$ cat config.mk
export PLATFORM = sky130hd
export DESIGN_NAME = servo_channel_smoothing_deadband_unit_flat
export DESIGN_NICKNAME = d
export VERILOG_FILES = /design/src/rtl/core/scsd_pkg.sv /design/src/rtl/core/scsd_channel_if.sv /design/src/rtl/core/scsd_front.sv /design/src/rtl/core/scsd_queue.sv /design/src/rtl/core/scsd_div.sv /design/src/rtl/core/scsd_back.sv /design/src/rtl/core/servo_channel_smoothing_deadband_unit.sv /design/src/flat_wrapper.sv
export SDC_FILE = /design/constraint.sdc
export NUM_CORES = 2
export LEC_CHECK = 0
export ABC_AREA = 1
export BUFFER_PORTS_ARGS = -buffer_cell sky130_fd_sc_hd__clkbuf_2
export CORE_MARGIN = 2
export CORE_UTILIZATION = 45
export CTS_CLUSTER_SIZE = 40
export DETAILED_ROUTE_END_ITERATION = 10
export GPL_ROUTABILITY_DRIVEN = 0
export HOLD_SLACK_MARGIN = 0.02
export PLACE_DENSITY_LB_ADDON = 0.2
export SLEW_MARGIN = 20
export SYNTH_ARGS = -nofsm -noshare
export SYNTH_HDL_FRONTEND = slang
export SYNTH_SLANG_ARGS = --single-unit
$ cat constraint.sdc
create_clock -name clk -period 12.45 [get_ports clk]
set_clock_uncertainty 0.15 [all_clocks]
set_input_delay 2.49 -clock clk [delete_from_list [all_inputs] [get_ports clk]]
set_output_delay 2.49 -clock clk [all_outputs]
set_load 0.01 [all_outputs]
$ cat src/rtl/core/scsd_pkg.sv
// ----------------------------------------------------------------------------
// Servo smoothing unit package
// Widths, register map, reset values and shared types.
// ----------------------------------------------------------------------------
`default_nettype none

package scsd_pkg;

    localparam int unsigned NUM_CHANNELS_DEF = 4;
    localparam int unsigned CHAN_IDX_W       = 4;   // holds up to 16 channels

    localparam int unsigned CHANNEL_W  = 2;
    localparam int unsigned SAMPLE_W   = 12;
    localparam int unsigned AVG_W      = 20;
    localparam int unsigned ALPHA_W    = 9;
    localparam int unsigned ANGLE_W    = 8;
    localparam int unsigned PULSE_W    = 12;
    localparam int unsigned DEADBAND_W = 8;
    localparam int unsigned QUOT_W     = 12;

    localparam int unsigned ADDR_W = 5;
    localparam int unsigned DATA_W = 32;

    localparam logic [ALPHA_W-1:0] ALPHA_ONE  = 9'd256;
    localparam logic [ANGLE_W-1:0] ANGLE_FULL = 8'd180;

    // register indexes (byte address = 4 * index)
    localparam logic [2:0] REG_ALPHA      = 3'd0;
    localparam logic [2:0] REG_SPAN_LOW   = 3'd1;
    localparam logic [2:0] REG_SPAN_HIGH  = 3'd2;
    localparam logic [2:0] REG_PULSE_ZERO = 3'd3;
    localparam logic [2:0] REG_PULSE_FULL = 3'd4;
    localparam logic [2:0] REG_DEADBAND   = 3'd5;

    localparam logic [ALPHA_W-1:0]    ALPHA_RST      = 9'd51;
    localparam logic [SAMPLE_W-1:0]   SPAN_LOW_RST   = 12'd100;
    localparam logic [SAMPLE_W-1:0]   SPAN_HIGH_RST  = 12'd3900;
    localparam logic [PULSE_W-1:0]    PULSE_ZERO_RST = 12'd1000;
    localparam logic [PULSE_W-1:0]    PULSE_FULL_RST = 12'd2000;
    localparam logic [DEADBAND_W-1:0] DEADBAND_RST   = 8'd5;

    typedef struct packed {
        logic [ALPHA_W-1:0]    alpha;
        logic [SAMPLE_W-1:0]   span_lo;
        logic [SAMPLE_W-1:0]   span_hi;
        logic [PULSE_W-1:0]    pulse_zero;
        logic [PULSE_W-1:0]    pulse_full;
        logic [DEADBAND_W-1:0] deadband;
    } cfg_t;

    typedef struct packed {
        logic [CHANNEL_W-1:0]  channel;
        logic [SAMPLE_W-1:0]   sample;
        logic [CHAN_IDX_W-1:0] idx;
    } item_t;

    typedef struct packed {
        logic              start;
        logic [AVG_W-1:0]  dividend;
        logic [QUOT_W-1:0] divisor;
    } div_req_t;

    typedef struct packed {
        logic              done;
        logic [QUOT_W-1:0] quotient;
    } div_rsp_t;

endpackage

`default_nettype wire

$ cat src/rtl/core/scsd_channel_if.sv
// ----------------------------------------------------------------------------
// Servo smoothing unit channel interfaces
// Valid/ready sample input channel and result output channel.
// ----------------------------------------------------------------------------
`default_nettype none

interface scsd_in_if;
    logic                          valid;
    logic                          ready;
    logic [scsd_pkg::CHANNEL_W-1:0] channel;
    logic [scsd_pkg::SAMPLE_W-1:0]  sample;

    modport source (output valid, output channel, output sample, input ready);
    modport sink   (input valid, input channel, input sample, output ready);
endinterface

interface scsd_out_if;
    logic                          valid;
    logic                          ready;
    logic [scsd_pkg::CHANNEL_W-1:0] channel_out;
    logic [scsd_pkg::SAMPLE_W-1:0]  filtered_value;
    logic [scsd_pkg::ANGLE_W-1:0]   angle;
    logic [scsd_pkg::PULSE_W-1:0]   pulse_width;
    logic                          pulse_committed;

    modport source (output valid, output channel_out, output filtered_value,
                    output angle, output pulse_width, output pulse_committed,
                    input ready);
    modport sink   (input valid, input channel_out, input filtered_value,
                    input angle, input pulse_width, input pulse_committed,
                    output ready);
endinterface

`default_nettype wire

$ cat src/rtl/core/scsd_front.sv
// ----------------------------------------------------------------------------
// Servo smoothing unit front end
// Registers incoming samples and resolves the channel state index.
// ----------------------------------------------------------------------------
`default_nettype none

module scsd_front #(
    parameter int unsigned NUM_CHANNELS = scsd_pkg::NUM_CHANNELS_DEF
) (
    input  logic            clk,
    input  logic            rst_n,
    scsd_in_if.sink         samples,
    output scsd_pkg::item_t push_item,
    output logic            push_valid,
    input  logic            push_ready
);

    logic            fr_valid_reg;
    logic            fr_valid_next;
    scsd_pkg::item_t fr_item_reg;
    scsd_pkg::item_t fr_item_next;

    // channel modulo channel count; input is at most 3
    function automatic logic [scsd_pkg::CHAN_IDX_W-1:0] chan_index(
        input logic [scsd_pkg::CHANNEL_W-1:0] ch
    );
        logic [4:0] r;
        r = {3'b000, ch};
        for (int i = 0; i < 4; i++) begin
            if (r >= 5'(NUM_CHANNELS)) begin
                r = r - 5'(NUM_CHANNELS);
            end
        end
        return r[scsd_pkg::CHAN_IDX_W-1:0];
    endfunction

    assign samples.ready = !fr_valid_reg || push_ready;
    assign push_valid    = fr_valid_reg;
    assign push_item     = fr_item_reg;

    always_comb
    begin
        fr_valid_next = fr_valid_reg;
        fr_item_next  = fr_item_reg;
        if (samples.ready)
        begin
            fr_valid_next = samples.valid;
        end
        if (samples.valid && samples.ready)
        begin
            fr_item_next.channel = samples.channel;
            fr_item_next.sample  = samples.sample;
            fr_item_next.idx     = chan_index(samples.channel);
        end
    end

    always_ff @(posedge clk or negedge rst_n)
    begin
        if (!rst_n)
        begin
            fr_valid_reg <= 1'b0;
        end
        else
        begin
            fr_valid_reg <= fr_valid_next;
        end
    end

    always_ff @(posedge clk)
    begin
        fr_item_reg <= fr_item_next;
    end

endmodule

`default_nettype wire

$ cat src/rtl/core/scsd_queue.sv
// ----------------------------------------------------------------------------
// Servo smoothing unit item queue
// Two-entry FIFO decoupling the front end from the back end.
// ----------------------------------------------------------------------------
`default_nettype none

module scsd_queue (
    input  logic            clk,
    input  logic            rst_n,
    input  scsd_pkg::item_t push_item,
    input  logic            push_valid,
    output logic            push_ready,
    output scsd_pkg::item_t pop_item,
    output logic            pop_valid,
    input  logic            pop_ready
);

    scsd_pkg::item_t entry_reg [2];
    logic            wr_ptr_reg;
    logic            wr_ptr_next;
    logic            rd_ptr_reg;
    logic            rd_ptr_next;
    logic [1:0]      count_reg;
    logic [1:0]      count_next;
    logic            do_push;
    logic            do_pop;

    assign push_ready = (count_reg != 2'd2);
    assign pop_valid  = (count_reg != 2'd0);
    assign pop_item   = entry_reg[rd_ptr_reg];
    assign do_push    = push_valid && push_ready;
    assign do_pop     = pop_valid && pop_ready;

    always_comb
    begin
        wr_ptr_next = do_push ? !wr_ptr_reg : wr_ptr_reg;
        rd_ptr_next = do_pop ? !rd_ptr_reg : rd_ptr_reg;
        count_next  = count_reg;
        if (do_push && !do_pop)
        begin
            count_next = count_reg + 2'd1;
        end
        else if (do_pop && !do_push)
        begin
            count_next = count_reg - 2'd1;
        end
    end

    always_ff @(posedge clk or negedge rst_n)
    begin
        if (!rst_n)
        begin
            wr_ptr_reg <= 1'b0;
            rd_ptr_reg <= 1'b0;
            count_reg  <= 2'd0;
        end
        else
        begin
            wr_ptr_reg <= wr_ptr_next;
            rd_ptr_reg <= rd_ptr_next;
            count_reg  <= count_next;
        end
    end

    always_ff @(posedge clk)
    begin
        if (do_push)
        begin
            entry_reg[wr_ptr_reg] <= push_item;
        end
    end

endmodule

`default_nettype wire

$ cat src/rtl/core/scsd_div.sv
// ----------------------------------------------------------------------------
// Servo smoothing unit divider
// Restoring divider, two quotient bits per cycle, 12-bit quotient.
// Caller guarantees dividend < divisor * 4096.
// ----------------------------------------------------------------------------
`default_nettype none

module scsd_div (
    input  logic               clk,
    input  logic               rst_n,
    input  scsd_pkg::div_req_t req,
    output scsd_pkg::div_rsp_t rsp
);

    localparam int unsigned QW = scsd_pkg::QUOT_W;

    logic [QW-1:0] rem_reg;
    logic [QW-1:0] rem_next;
    logic [QW-1:0] shift_reg;
    logic [QW-1:0] shift_next;
    logic [QW-1:0] den_reg;
    logic [QW-1:0] den_next;
    logic [2:0]    cnt_reg;
    logic [2:0]    cnt_next;
    logic          done_reg;
    logic          done_next;
    logic [QW-1:0] rem_mid;
    logic [QW-1:0] rem_end;
    logic          q_hi;
    logic          q_lo;

    function automatic logic [QW:0] div_step(
        input logic [QW-1:0] rem,
        input logic          bit_in,
        input logic [QW-1:0] den
    );
        logic [QW:0] trial;
        trial = {rem, bit_in};
        if (trial >= {1'b0, den})
        begin
            trial = trial - {1'b0, den};
            return {1'b1, trial[QW-1:0]};
        end
        return {1'b0, trial[QW-1:0]};
    endfunction

    assign {q_hi, rem_mid} = div_step(rem_reg, shift_reg[QW-1], den_reg);
    assign {q_lo, rem_end} = div_step(rem_mid, shift_reg[QW-2], den_reg);

    assign rsp.done     = done_reg;
    assign rsp.quotient = shift_reg;

    always_comb
    begin
        rem_next   = rem_reg;
        shift_next = shift_reg;
        den_next   = den_reg;
        cnt_next   = cnt_reg;
        done_next  = 1'b0;
        if (req.start)
        begin
            rem_next   = {4'b0000, req.dividend[19:12]};
            shift_next = req.dividend[11:0];
            den_next   = req.divisor;
            cnt_next   = 3'(QW / 2);
        end
        else if (cnt_reg != 3'd0)
        begin
            rem_next   = rem_end;
            shift_next = {shift_reg[QW-3:0], q_hi, q_lo};
            cnt_next   = cnt_reg - 3'd1;
            done_next  = (cnt_reg == 3'd1);
        end
    end

    always_ff @(posedge clk or negedge rst_n)
    begin
        if (!rst_n)
        begin
            cnt_reg  <= 3'd0;
            done_reg <= 1'b0;
        end
        else
        begin
            cnt_reg  <= cnt_next;
            done_reg <= done_next;
        end
    end

    always_ff @(posedge clk)
    begin
        rem_reg   <= rem_next;
        shift_reg <= shift_next;
        den_reg   <= den_next;
    end

endmodule

`default_nettype wire

$ cat src/rtl/core/scsd_back.sv
// ----------------------------------------------------------------------------
// Servo smoothing unit back end
// Sequencer: average update, span-to-angle, angle-to-pulse, deadband commit.
// ----------------------------------------------------------------------------
`default_nettype none

module scsd_back #(
    parameter int unsigned NUM_CHANNELS = scsd_pkg::NUM_CHANNELS_DEF
) (
    input  logic               clk,
    input  logic               rst_n,
    input  scsd_pkg::cfg_t     cfg,
    input  scsd_pkg::item_t    pop_item,
    input  logic               pop_valid,
    output logic               pop_ready,
    output scsd_pkg::div_req_t div_req,
    input  scsd_pkg::div_rsp_t div_rsp,
    scsd_out_if.source         results
);

    localparam int unsigned IDX_W = (NUM_CHANNELS > 1) ? $clog2(NUM_CHANNELS) : 1;

    // floor(x / 180) for x < 2^20 as (x * ceil(2^28 / 180)) >> 28
    localparam logic [20:0] RECIP_180 = 21'd1491309;

    localparam logic [3:0] ST_IDLE        = 4'd0;
    localparam logic [3:0] ST_EMA_A       = 4'd1;
    localparam logic [3:0] ST_EMA_B       = 4'd2;
    localparam logic [3:0] ST_SUM         = 4'd3;
    localparam logic [3:0] ST_SPAN        = 4'd4;
    localparam logic [3:0] ST_ANGLE_DIV   = 4'd5;
    localparam logic [3:0] ST_ANGLE_WAIT  = 4'd6;
    localparam logic [3:0] ST_PULSE_MUL   = 4'd7;
    localparam logic [3:0] ST_PULSE_RECIP = 4'd8;
    localparam logic [3:0] ST_PULSE_ADD   = 4'd9;
    localparam logic [3:0] ST_COMMIT      = 4'd10;

    logic [3:0]            state_reg;
    logic [3:0]            state_next;
    scsd_pkg::item_t       item_reg;
    scsd_pkg::item_t       item_next;
    logic [8:0]            alpha_reg;
    logic [8:0]            alpha_next;
    logic [20:0]           pa_reg;
    logic [20:0]           pa_next;
    logic [28:0]           pb_reg;
    logic [28:0]           pb_next;
    logic [11:0]           whole_reg;
    logic [11:0]           whole_next;
    logic [19:0]           num_reg;
    logic [19:0]           num_next;
    logic [11:0]           den_reg;
    logic [11:0]           den_next;
    logic                  zero_reg;
    logic                  zero_next;
    logic [7:0]            angle_reg;
    logic [7:0]            angle_next;
    logic                  neg_reg;
    logic                  neg_next;
    logic [19:0]           mag_reg;
    logic [19:0]           mag_next;
    logic [39:0]           recip_reg;
    logic [39:0]           recip_next;
    logic [11:0]           pulse_reg;
    logic [11:0]           pulse_next;

    logic [19:0]           avg_mem_reg [NUM_CHANNELS];
    logic [11:0]           last_pulse_reg [NUM_CHANNELS];
    logic [NUM_CHANNELS-1:0] pulse_valid_reg;

    logic                  out_valid_reg;
    logic                  out_valid_next;
    logic [1:0]            out_channel_reg;
    logic [11:0]           out_filtered_reg;
    logic [7:0]            out_angle_reg;
    logic [11:0]           out_pulse_reg;
    logic                  out_commit_reg;
    logic                  out_load;

    logic [IDX_W-1:0]      idx;
    logic [8:0]            alpha_sat;
    logic [20:0]           avg_sum;
    logic [19:0]           avg_new;
    logic                  avg_we;
    logic                  span_ok;
    logic signed [12:0]    pulse_diff;
    logic signed [21:0]    pulse_prod;
    logic [21:0]           pulse_abs;
    logic [11:0]           pulse_quot;
    logic [11:0]           last_sel;
    logic [11:0]           delta;
    logic                  commit;
    logic                  out_free;

    assign idx        = item_reg.idx[IDX_W-1:0];
    assign alpha_sat  = (cfg.alpha > scsd_pkg::ALPHA_ONE) ? scsd_pkg::ALPHA_ONE : cfg.alpha;
    assign avg_sum    = pa_reg + pb_reg[28:8];
    assign avg_new    = avg_sum[19:0];
    assign span_ok    = (cfg.span_hi > cfg.span_lo) && (whole_reg >= cfg.span_lo);
    assign pulse_diff = $signed({1'b0, cfg.pulse_full}) - $signed({1'b0, cfg.pulse_zero});
    assign pulse_prod = $signed({1'b0, angle_reg}) * pulse_diff;
    assign pulse_abs  = pulse_prod[21] ? 22'(-pulse_prod) : 22'(pulse_prod);
    assign pulse_quot = recip_reg[39:28];
    assign last_sel   = last_pulse_reg[idx];
    assign delta      = (pulse_reg >= last_sel) ? (pulse_reg - last_sel)
                                                : (last_sel - pulse_reg);
    assign commit     = !pulse_valid_reg[idx] || (delta > {4'd0, cfg.deadband});
    assign out_free   = !out_valid_reg || results.ready;

    assign results.valid           = out_valid_reg;
    assign results.channel_out     = out_channel_reg;
    assign results.filtered_value  = out_filtered_reg;
    assign results.angle           = out_angle_reg;
    assign results.pulse_width     = out_pulse_reg;
    assign results.pulse_committed = out_commit_reg;

    always_comb
    begin
        state_next     = state_reg;
        item_next      = item_reg;
        alpha_next     = alpha_reg;
        pa_next        = pa_reg;
        pb_next        = pb_reg;
        whole_next     = whole_reg;
        num_next       = num_reg;
        den_next       = den_reg;
        zero_next      = zero_reg;
        angle_next     = angle_reg;
        neg_next       = neg_reg;
        mag_next       = mag_reg;
        recip_next     = recip_reg;
        pulse_next     = pulse_reg;
        out_valid_next = out_valid_reg;
        out_load       = 1'b0;
        avg_we         = 1'b0;
        pop_ready      = 1'b0;
        div_req        = '0;

        if (out_valid_reg && results.ready)
        begin
            out_valid_next = 1'b0;
        end

        case (state_reg)
            ST_IDLE:
            begin
                pop_ready = 1'b1;
                if (pop_valid)
                begin
                    item_next  = pop_item;
                    alpha_next = alpha_sat;
                    state_next = ST_EMA_A;
                end
            end
            ST_EMA_A:
            begin
                pa_next    = {12'd0, alpha_reg} * {9'd0, item_reg.sample};
                state_next = ST_EMA_B;
            end
            ST_EMA_B:
            begin
                pb_next    = {20'd0, scsd_pkg::ALPHA_ONE - alpha_reg} * {9'd0, avg_mem_reg[idx]};
                state_next = ST_SUM;
            end
            ST_SUM:
            begin
                avg_we     = 1'b1;
                whole_next = avg_new[19:8];
                state_next = ST_SPAN;
            end
            ST_SPAN:
            begin
                num_next   = {8'd0, whole_reg - cfg.span_lo} * {12'd0, scsd_pkg::ANGLE_FULL};
                den_next   = cfg.span_hi - cfg.span_lo;
                zero_next  = !span_ok;
                state_next = ST_ANGLE_DIV;
            end
            ST_ANGLE_DIV:
            begin
                if (zero_reg)
                begin
                    angle_next = 8'd0;
                    state_next = ST_PULSE_MUL;
                end
                else if ({4'd0, num_reg[19:12]} >= den_reg)
                begin
                    angle_next = scsd_pkg::ANGLE_FULL;
                    state_next = ST_PULSE_MUL;
                end
                else
                begin
                    div_req.start    = 1'b1;
                    div_req.dividend = num_reg;
                    div_req.divisor  = den_reg;
                    state_next       = ST_ANGLE_WAIT;
                end
            end
            ST_ANGLE_WAIT:
            begin
                if (div_rsp.done)
                begin
                    angle_next = (div_rsp.quotient > {4'd0, scsd_pkg::ANGLE_FULL})
                               ? scsd_pkg::ANGLE_FULL : div_rsp.quotient[7:0];
                    state_next = ST_PULSE_MUL;
                end
            end
            ST_PULSE_MUL:
            begin
                neg_next   = pulse_prod[21];
                mag_next   = pulse_abs[19:0];
                state_next = ST_PULSE_RECIP;
            end
            ST_PULSE_RECIP:
            begin
                recip_next = {20'd0, mag_reg} * {19'd0, RECIP_180};
                state_next = ST_PULSE_ADD;
            end
            ST_PULSE_ADD:
            begin
                pulse_next = neg_reg ? (cfg.pulse_zero - pulse_quot)
                                     : (cfg.pulse_zero + pulse_quot);
                state_next = ST_COMMIT;
            end
            ST_COMMIT:
            begin
                if (out_free)
                begin
                    out_load       = 1'b1;
                    out_valid_next = 1'b1;
                    state_next     = ST_IDLE;
                end
            end
            default:
            begin
                state_next = ST_IDLE;
            end
        endcase
    end

    always_ff @(posedge clk or negedge rst_n)
    begin
        if (!rst_n)
        begin
            state_reg       <= ST_IDLE;
            out_valid_reg   <= 1'b0;
            pulse_valid_reg <= '0;
            for (int i = 0; i < NUM_CHANNELS; i++)
            begin
                avg_mem_reg[i]    <= '0;
                last_pulse_reg[i] <= '0;
            end
        end
        else
        begin
            state_reg     <= state_next;
            out_valid_reg <= out_valid_next;
            if (avg_we)
            begin
                avg_mem_reg[idx] <= avg_new;
            end
            if (out_load && commit)
            begin
                last_pulse_reg[idx]  <= pulse_reg;
                pulse_valid_reg[idx] <= 1'b1;
            end
        end
    end

    always_ff @(posedge clk)
    begin
        item_reg  <= item_next;
        alpha_reg <= alpha_next;
        pa_reg    <= pa_next;
        pb_reg    <= pb_next;
        whole_reg <= whole_next;
        num_reg   <= num_next;
        den_reg   <= den_next;
        zero_reg  <= zero_next;
        angle_reg <= angle_next;
        neg_reg   <= neg_next;
        mag_reg   <= mag_next;
        recip_reg <= recip_next;
        pulse_reg <= pulse_next;
        if (out_load)
        begin
            out_channel_reg  <= item_reg.channel;
            out_filtered_reg <= whole_reg;
            out_angle_reg    <= angle_reg;
            out_pulse_reg    <= pulse_reg;
            out_commit_reg   <= commit;
        end
    end

endmodule

`default_nettype wire

$ cat src/rtl/core/servo_channel_smoothing_deadband_unit.sv
// ----------------------------------------------------------------------------
// Servo channel smoothing and deadband unit
// Per-channel moving average of ADC samples, mapped to angle and pulse width,
// with deadband-gated pulse commit. APB register block at this level.
//
//   port      dir   protocol    transaction
//   samples   in    valid/ready channel + 12-bit sample
//   results   out   valid/ready channel, average, angle, pulse, commit flag
//   apb       in    APB r/w     register index paddr[4:2], 32-bit data
//
// The angle divide (2 quotient bits per cycle) runs unless the span is empty,
// the average lies below it or the quotient would exceed 12 bits. Front
// register and 2-entry queue take new samples while the back end works. A
// result waiting in the output register stalls only the commit step. Reset
// clears all channel state at once.
// ----------------------------------------------------------------------------
`default_nettype none

module servo_channel_smoothing_deadband_unit #(
    parameter int unsigned NUM_CHANNELS = scsd_pkg::NUM_CHANNELS_DEF
) (
    input  logic                        clk,
    input  logic                        rst_n,
    input  logic                        psel,
    input  logic                        penable,
    input  logic                        pwrite,
    input  logic [scsd_pkg::ADDR_W-1:0] paddr,
    input  logic [scsd_pkg::DATA_W-1:0] pwdata,
    output logic [scsd_pkg::DATA_W-1:0] prdata,
    output logic                        pready,
    scsd_in_if.sink                     samples,
    scsd_out_if.source                  results
);

    scsd_pkg::cfg_t     cfg_reg;
    scsd_pkg::cfg_t     cfg_next;
    logic [2:0]         reg_idx;
    logic               wr_en;
    scsd_pkg::item_t    push_item;
    logic               push_valid;
    logic               push_ready;
    scsd_pkg::item_t    pop_item;
    logic               pop_valid;
    logic               pop_ready;
    scsd_pkg::div_req_t div_req;
    scsd_pkg::div_rsp_t div_rsp;

    assign pready  = 1'b1;
    assign reg_idx = paddr[4:2];
    assign wr_en   = psel && penable && pwrite && pready;

    always_comb
    begin
        cfg_next = cfg_reg;
        if (wr_en)
        begin
            case (reg_idx)
                scsd_pkg::REG_ALPHA:      cfg_next.alpha      = pwdata[8:0];
                scsd_pkg::REG_SPAN_LOW:   cfg_next.span_lo    = pwdata[11:0];
                scsd_pkg::REG_SPAN_HIGH:  cfg_next.span_hi    = pwdata[11:0];
                scsd_pkg::REG_PULSE_ZERO: cfg_next.pulse_zero = pwdata[11:0];
                scsd_pkg::REG_PULSE_FULL: cfg_next.pulse_full = pwdata[11:0];
                scsd_pkg::REG_DEADBAND:   cfg_next.deadband   = pwdata[7:0];
                default:                  cfg_next            = cfg_reg;
            endcase
        end
    end

    always_comb
    begin
        case (reg_idx)
            scsd_pkg::REG_ALPHA:      prdata = {23'd0, cfg_reg.alpha};
            scsd_pkg::REG_SPAN_LOW:   prdata = {20'd0, cfg_reg.span_lo};
            scsd_pkg::REG_SPAN_HIGH:  prdata = {20'd0, cfg_reg.span_hi};
            scsd_pkg::REG_PULSE_ZERO: prdata = {20'd0, cfg_reg.pulse_zero};
            scsd_pkg::REG_PULSE_FULL: prdata = {20'd0, cfg_reg.pulse_full};
            scsd_pkg::REG_DEADBAND:   prdata = {24'd0, cfg_reg.deadband};
            default:                  prdata = '0;
        endcase
    end

    always_ff @(posedge clk or negedge rst_n)
    begin
        if (!rst_n)
        begin
            cfg_reg.alpha      <= scsd_pkg::ALPHA_RST;
            cfg_reg.span_lo    <= scsd_pkg::SPAN_LOW_RST;
            cfg_reg.span_hi    <= scsd_pkg::SPAN_HIGH_RST;
            cfg_reg.pulse_zero <= scsd_pkg::PULSE_ZERO_RST;
            cfg_reg.pulse_full <= scsd_pkg::PULSE_FULL_RST;
            cfg_reg.deadband   <= scsd_pkg::DEADBAND_RST;
        end
        else
        begin
            cfg_reg <= cfg_next;
        end
    end

    scsd_front #(
        .NUM_CHANNELS (NUM_CHANNELS)
    ) u_front (
        .clk        (clk),
        .rst_n      (rst_n),
        .samples    (samples),
        .push_item  (push_item),
        .push_valid (push_valid),
        .push_ready (push_ready)
    );

    scsd_queue u_queue (
        .clk        (clk),
        .rst_n      (rst_n),
        .push_item  (push_item),
        .push_valid (push_valid),
        .push_ready (push_ready),
        .pop_item   (pop_item),
        .pop_valid  (pop_valid),
        .pop_ready  (pop_ready)
    );

    scsd_div u_div (
        .clk   (clk),
        .rst_n (rst_n),
        .req   (div_req),
        .rsp   (div_rsp)
    );

    scsd_back #(
        .NUM_CHANNELS (NUM_CHANNELS)
    ) u_back (
        .clk       (clk),
        .rst_n     (rst_n),
        .cfg       (cfg_reg),
        .pop_item  (pop_item),
        .pop_valid (pop_valid),
        .pop_ready (pop_ready),
        .div_req   (div_req),
        .div_rsp   (div_rsp),
        .results   (results)
    );

endmodule

`default_nettype wire

$ cat src/flat_wrapper.sv
// flat-port wrapper written by rule: the top's interface ports become plain ports
module servo_channel_smoothing_deadband_unit_flat 
#(
    parameter int unsigned NUM_CHANNELS = scsd_pkg::NUM_CHANNELS_DEF
)
  (clk, rst_n, psel, penable, pwrite, paddr, pwdata, prdata, pready, samples_valid, samples_channel, samples_sample, samples_ready, results_valid, results_channel_out, results_filtered_value, results_angle, results_pulse_width, results_pulse_committed, results_ready);
  scsd_in_if samples_i ();
  scsd_out_if results_i ();
  input  logic clk;
  input  logic rst_n;
  input  logic psel;
  input  logic penable;
  input  logic pwrite;
  input  logic [scsd_pkg::ADDR_W-1:0] paddr;
  input  logic [scsd_pkg::DATA_W-1:0] pwdata;
  output logic [scsd_pkg::DATA_W-1:0] prdata;
  output logic pready;
  input wire logic [$bits(samples_i.valid)-1:0] samples_valid;
  input wire logic [$bits(samples_i.channel)-1:0] samples_channel;
  input wire logic [$bits(samples_i.sample)-1:0] samples_sample;
  output wire logic [$bits(samples_i.ready)-1:0] samples_ready;
  output wire logic [$bits(results_i.valid)-1:0] results_valid;
  output wire logic [$bits(results_i.channel_out)-1:0] results_channel_out;
  output wire logic [$bits(results_i.filtered_value)-1:0] results_filtered_value;
  output wire logic [$bits(results_i.angle)-1:0] results_angle;
  output wire logic [$bits(results_i.pulse_width)-1:0] results_pulse_width;
  output wire logic [$bits(results_i.pulse_committed)-1:0] results_pulse_committed;
  input wire logic [$bits(results_i.ready)-1:0] results_ready;
  assign samples_i.valid = samples_valid;
  assign samples_i.channel = samples_channel;
  assign samples_i.sample = samples_sample;
  assign samples_ready = samples_i.ready;
  assign results_valid = results_i.valid;
  assign results_channel_out = results_i.channel_out;
  assign results_filtered_value = results_i.filtered_value;
  assign results_angle = results_i.angle;
  assign results_pulse_width = results_i.pulse_width;
  assign results_pulse_committed = results_i.pulse_committed;
  assign results_i.ready = results_ready;
  servo_channel_smoothing_deadband_unit #(.NUM_CHANNELS(NUM_CHANNELS)) u_core (.clk(clk), .rst_n(rst_n), .psel(psel), .penable(penable), .pwrite(pwrite), .paddr(paddr), .pwdata(pwdata), .prdata(prdata), .pready(pready), .samples(samples_i), .results(results_i));
endmodule
==> results.ini <==
[logic_synthesis]
ys_ff_latch=483
async_reset_ff_frac=0.437
syn_area_per_cell_um2=8.53
synthCells=5389
synthFlopType=edfxtp_1
syn_area_um2=46000
synth-edff-count=268
ys_seq_area_frac=0.293
yosysWarnings=0
synth.distinct_cells=54

[drt]
vias_per_cell=5.11
vias=34900
dr.pass1.iters=5
drt-total-wl_mm=116
drtIter0Drc=2537
wl_per_cell_um=17.0
ant_nets=0
drc=0

[worst_setup_path]
end_kind=flip-flop
cp_data_arrival_time_ns=7.95
r2r_start=u_core.cfg_reg[20]
criticalPathCategory=flip-flop to flip-flop
rr_endpoint=u_core.u_back.mag_reg[15]
required_ns=12.66
reg2reg_slack_ns=4.71
slowest_delay_ns=0.57
r2r_cells=35
critPathMaxFanout=15
critical-path-slowest-cell=fa_1
start_kind=flip-flop

[clock_network]
cts_made_buffers=51
cts_tree=built
clk_path_buf_depth=3
clkSlewWorstSetupHoldPaths_ns=0.06
clk_latency_ns=0.62
cts-root-buf=clkbuf_16
ctsResizeCount=0
cts_sinks=483
h-tree-depth=2
postCtsSetupBuffers=0
cts_hold_buf=0

[die]
start_util=0.452
dieArea_um2=105000
die_h_um=324
io_pins=128
die_w_um=324
coreArea_um2=102000
rows=117

[run]
maxCapViolCount=0

[sta]
period_share=0.621
grt_setup_unrepaired=no
hold_violations=0
period_needed_ns=7.74
worst_pin_slew_ns=1.11
max_freq_mhz=129
slew_violations=0
finalSetupViolCount=0
setup_tns_ns=0
slew_headroom=0.260

[min_path]
hp-class=flip-flop to flip-flop
worstHoldPathCells=0
hold_start=u_core.u_front.push_item[10]
holdPathEnd=u_core.u_queue.entry_reg[1][8]

[final_layout]
layout-drive-gt1-share=0.0508
largest_reg_flops=80
finalNetCount=6389
area_growth_pct=7.68

[place]
port_buffers=84
dp_hpwl_mm=94.0

[global_routing]
grt_use_total=0.227
antenna_found_initial=2
grt_pass1_vias=35100
grt_max_degree=145
grt-ovfl-total=0
grt_pass1_wl_mm=187

[outcome]
status=complete, no violations

placed cells by master, fill, tap and decap left out, types with 53 or more instances in the layout:
| master | n |
|---|---|
| xor2_1 | 122 |
| nand3_1 | 130 |
| nand4_1 | 81 |
| nor2_1 | 364 |
| clkbuf_2 | 83 |
| ha_1 | 475 |
| dfrtp_1 | 182 |
| o21ai_0 | 243 |
| edfxtp_1 | 268 |
| nand2_1 | 1197 |
| fa_1 | 425 |
| xnor2_1 | 59 |
| inv_1 | 1097 |
| a21oi_1 | 238 |
| clkbuf_16 | 53 |
cells in the mapped netlist, drive strengths merged, types with 4 or more instances:
| cell | instances | share of area |
|---|---|---|
| nand2 | 1198 | 0.098 |
| inv | 1110 | 0.091 |
| ha | 475 | 0.13 |
| fa | 425 | 0.19 |
| nor2 | 376 | 0.031 |
| edfxtp | 268 | 0.18 |
| o21ai | 247 | 0.027 |
| a21oi | 239 | 0.026 |
| dfrtp | 182 | 0.099 |
| nand3 | 137 | 0.016 |
| xor2 | 122 | 0.023 |
| clkbuf | 88 | 0.0072 |
| nand4 | 81 | 0.011 |
| xnor2 | 60 | 0.011 |
| buf | 52 | 0.0070 |
| dfstp | 29 | 0.017 |
| nor3 | 29 | 0.0032 |
| a31oi | 27 | 0.0037 |
| or2 | 26 | 0.0035 |
| a22oi | 24 | 0.0039 |
| o21a | 24 | 0.0039 |
| o22ai | 22 | 0.0030 |
| a21o | 21 | 0.0034 |
| a221oi | 16 | 0.0030 |
| o21bai | 16 | 0.0026 |
| and2 | 14 | 0.0019 |
| a21boi | 12 | 0.0020 |
| o221ai | 10 | 0.0019 |
| nand3b | 9 | 0.0015 |
| nor4 | 9 | 0.0012 |
| o2111ai | 7 | 0.0013 |
| o211ai | 7 | 0.0011 |
| o31ai | 6 | 0.00098 |
| a211oi | 4 | 0.00065 |
| clkinv | 4 | 0.00033 |
| dfxtp | 4 | 0.0017 |
critical path, delay by kind of cell, from the launching register on:
kind	cells	cell delay, ns
compound gates	6	0.91
xor+xnor	1	0.14
buf+inv	9	1.11
simple gates	12	1.68
flops	1	0.42
fa+ha+maj	7	3.07
cell type report:
type,instances,area (um^2)
multi-input cells,3671,27800
diodes,2,5.00
flip-flops and latches,483,13400
well taps,1368,1710
repair buffers,110,638
clock buffers,66,1430
fillers,9814,52100
clock inverters,28,300
inverters,1114,4180
worst max-delay path by stage:
stage               slack (ns)          startpoint  cells after the start                         to
floorplan                 6.00  u_core.cfg_reg[20]                     35  u_core.u_back.mag_reg[13]
global placement          4.88  u_core.cfg_reg[20]                     35  u_core.u_back.mag_reg[15]
detailed placement        4.91  u_core.cfg_reg[20]                     35  u_core.u_back.mag_reg[15]
CTS                       4.82  u_core.cfg_reg[20]                     35  u_core.u_back.mag_reg[15]
global route              4.14  u_core.cfg_reg[20]                     35  u_core.u_back.mag_reg[15]
finish                    4.71  u_core.cfg_reg[20]                     35  u_core.u_back.mag_reg[15]
kinds of logic (layout without fill, tap and decap cells):
family,after synthesis,count (layout),synth area share
buffers and inverters,1254,1318,0.105
xor gates and xnor gates,182,182,0.0347
AOI/OAI and AO/OA,685,685,0.0852
adders and majority gates,900,900,0.314
DFF,483,483,0.293
other,2,23,0.000163
and+or+nand+nor,1883,1883,0.168
layer usage:
| metal | global-route usage | wire, um |
|---|---|---|
| met3 | 0.0365 | 6430 |
| met5 | 0 | 0 |
| met4 | 0.0674 | 3470 |
| met1 | 0.313 | 53400 |
| met2 | 0.370 | 53100 |
through the flow:
stage | util | setup slack [ns] | area (um^2) | hold slack [ns] | cells
finish | 0.487 | 4.71 | 49500 | 0.293 | 6842
global route | 0.487 | 4.14 | 49500 | 0.302 | 6840
CTS | 0.487 | 4.82 | 49500 | 0.295 | 6840
detailed placement | 0.470 | 4.91 | 47800 | 0.280 | 6746
global placement | 0.470 | 4.88 | 47800 | 0.276 | 6746
floorplan | - | 6.00 | 46000 | 0.271 | 5408
Power is left out: the tool's default activity adds up to more than one toggle a clock period on the data nets, which glitch-free logic cannot reach.
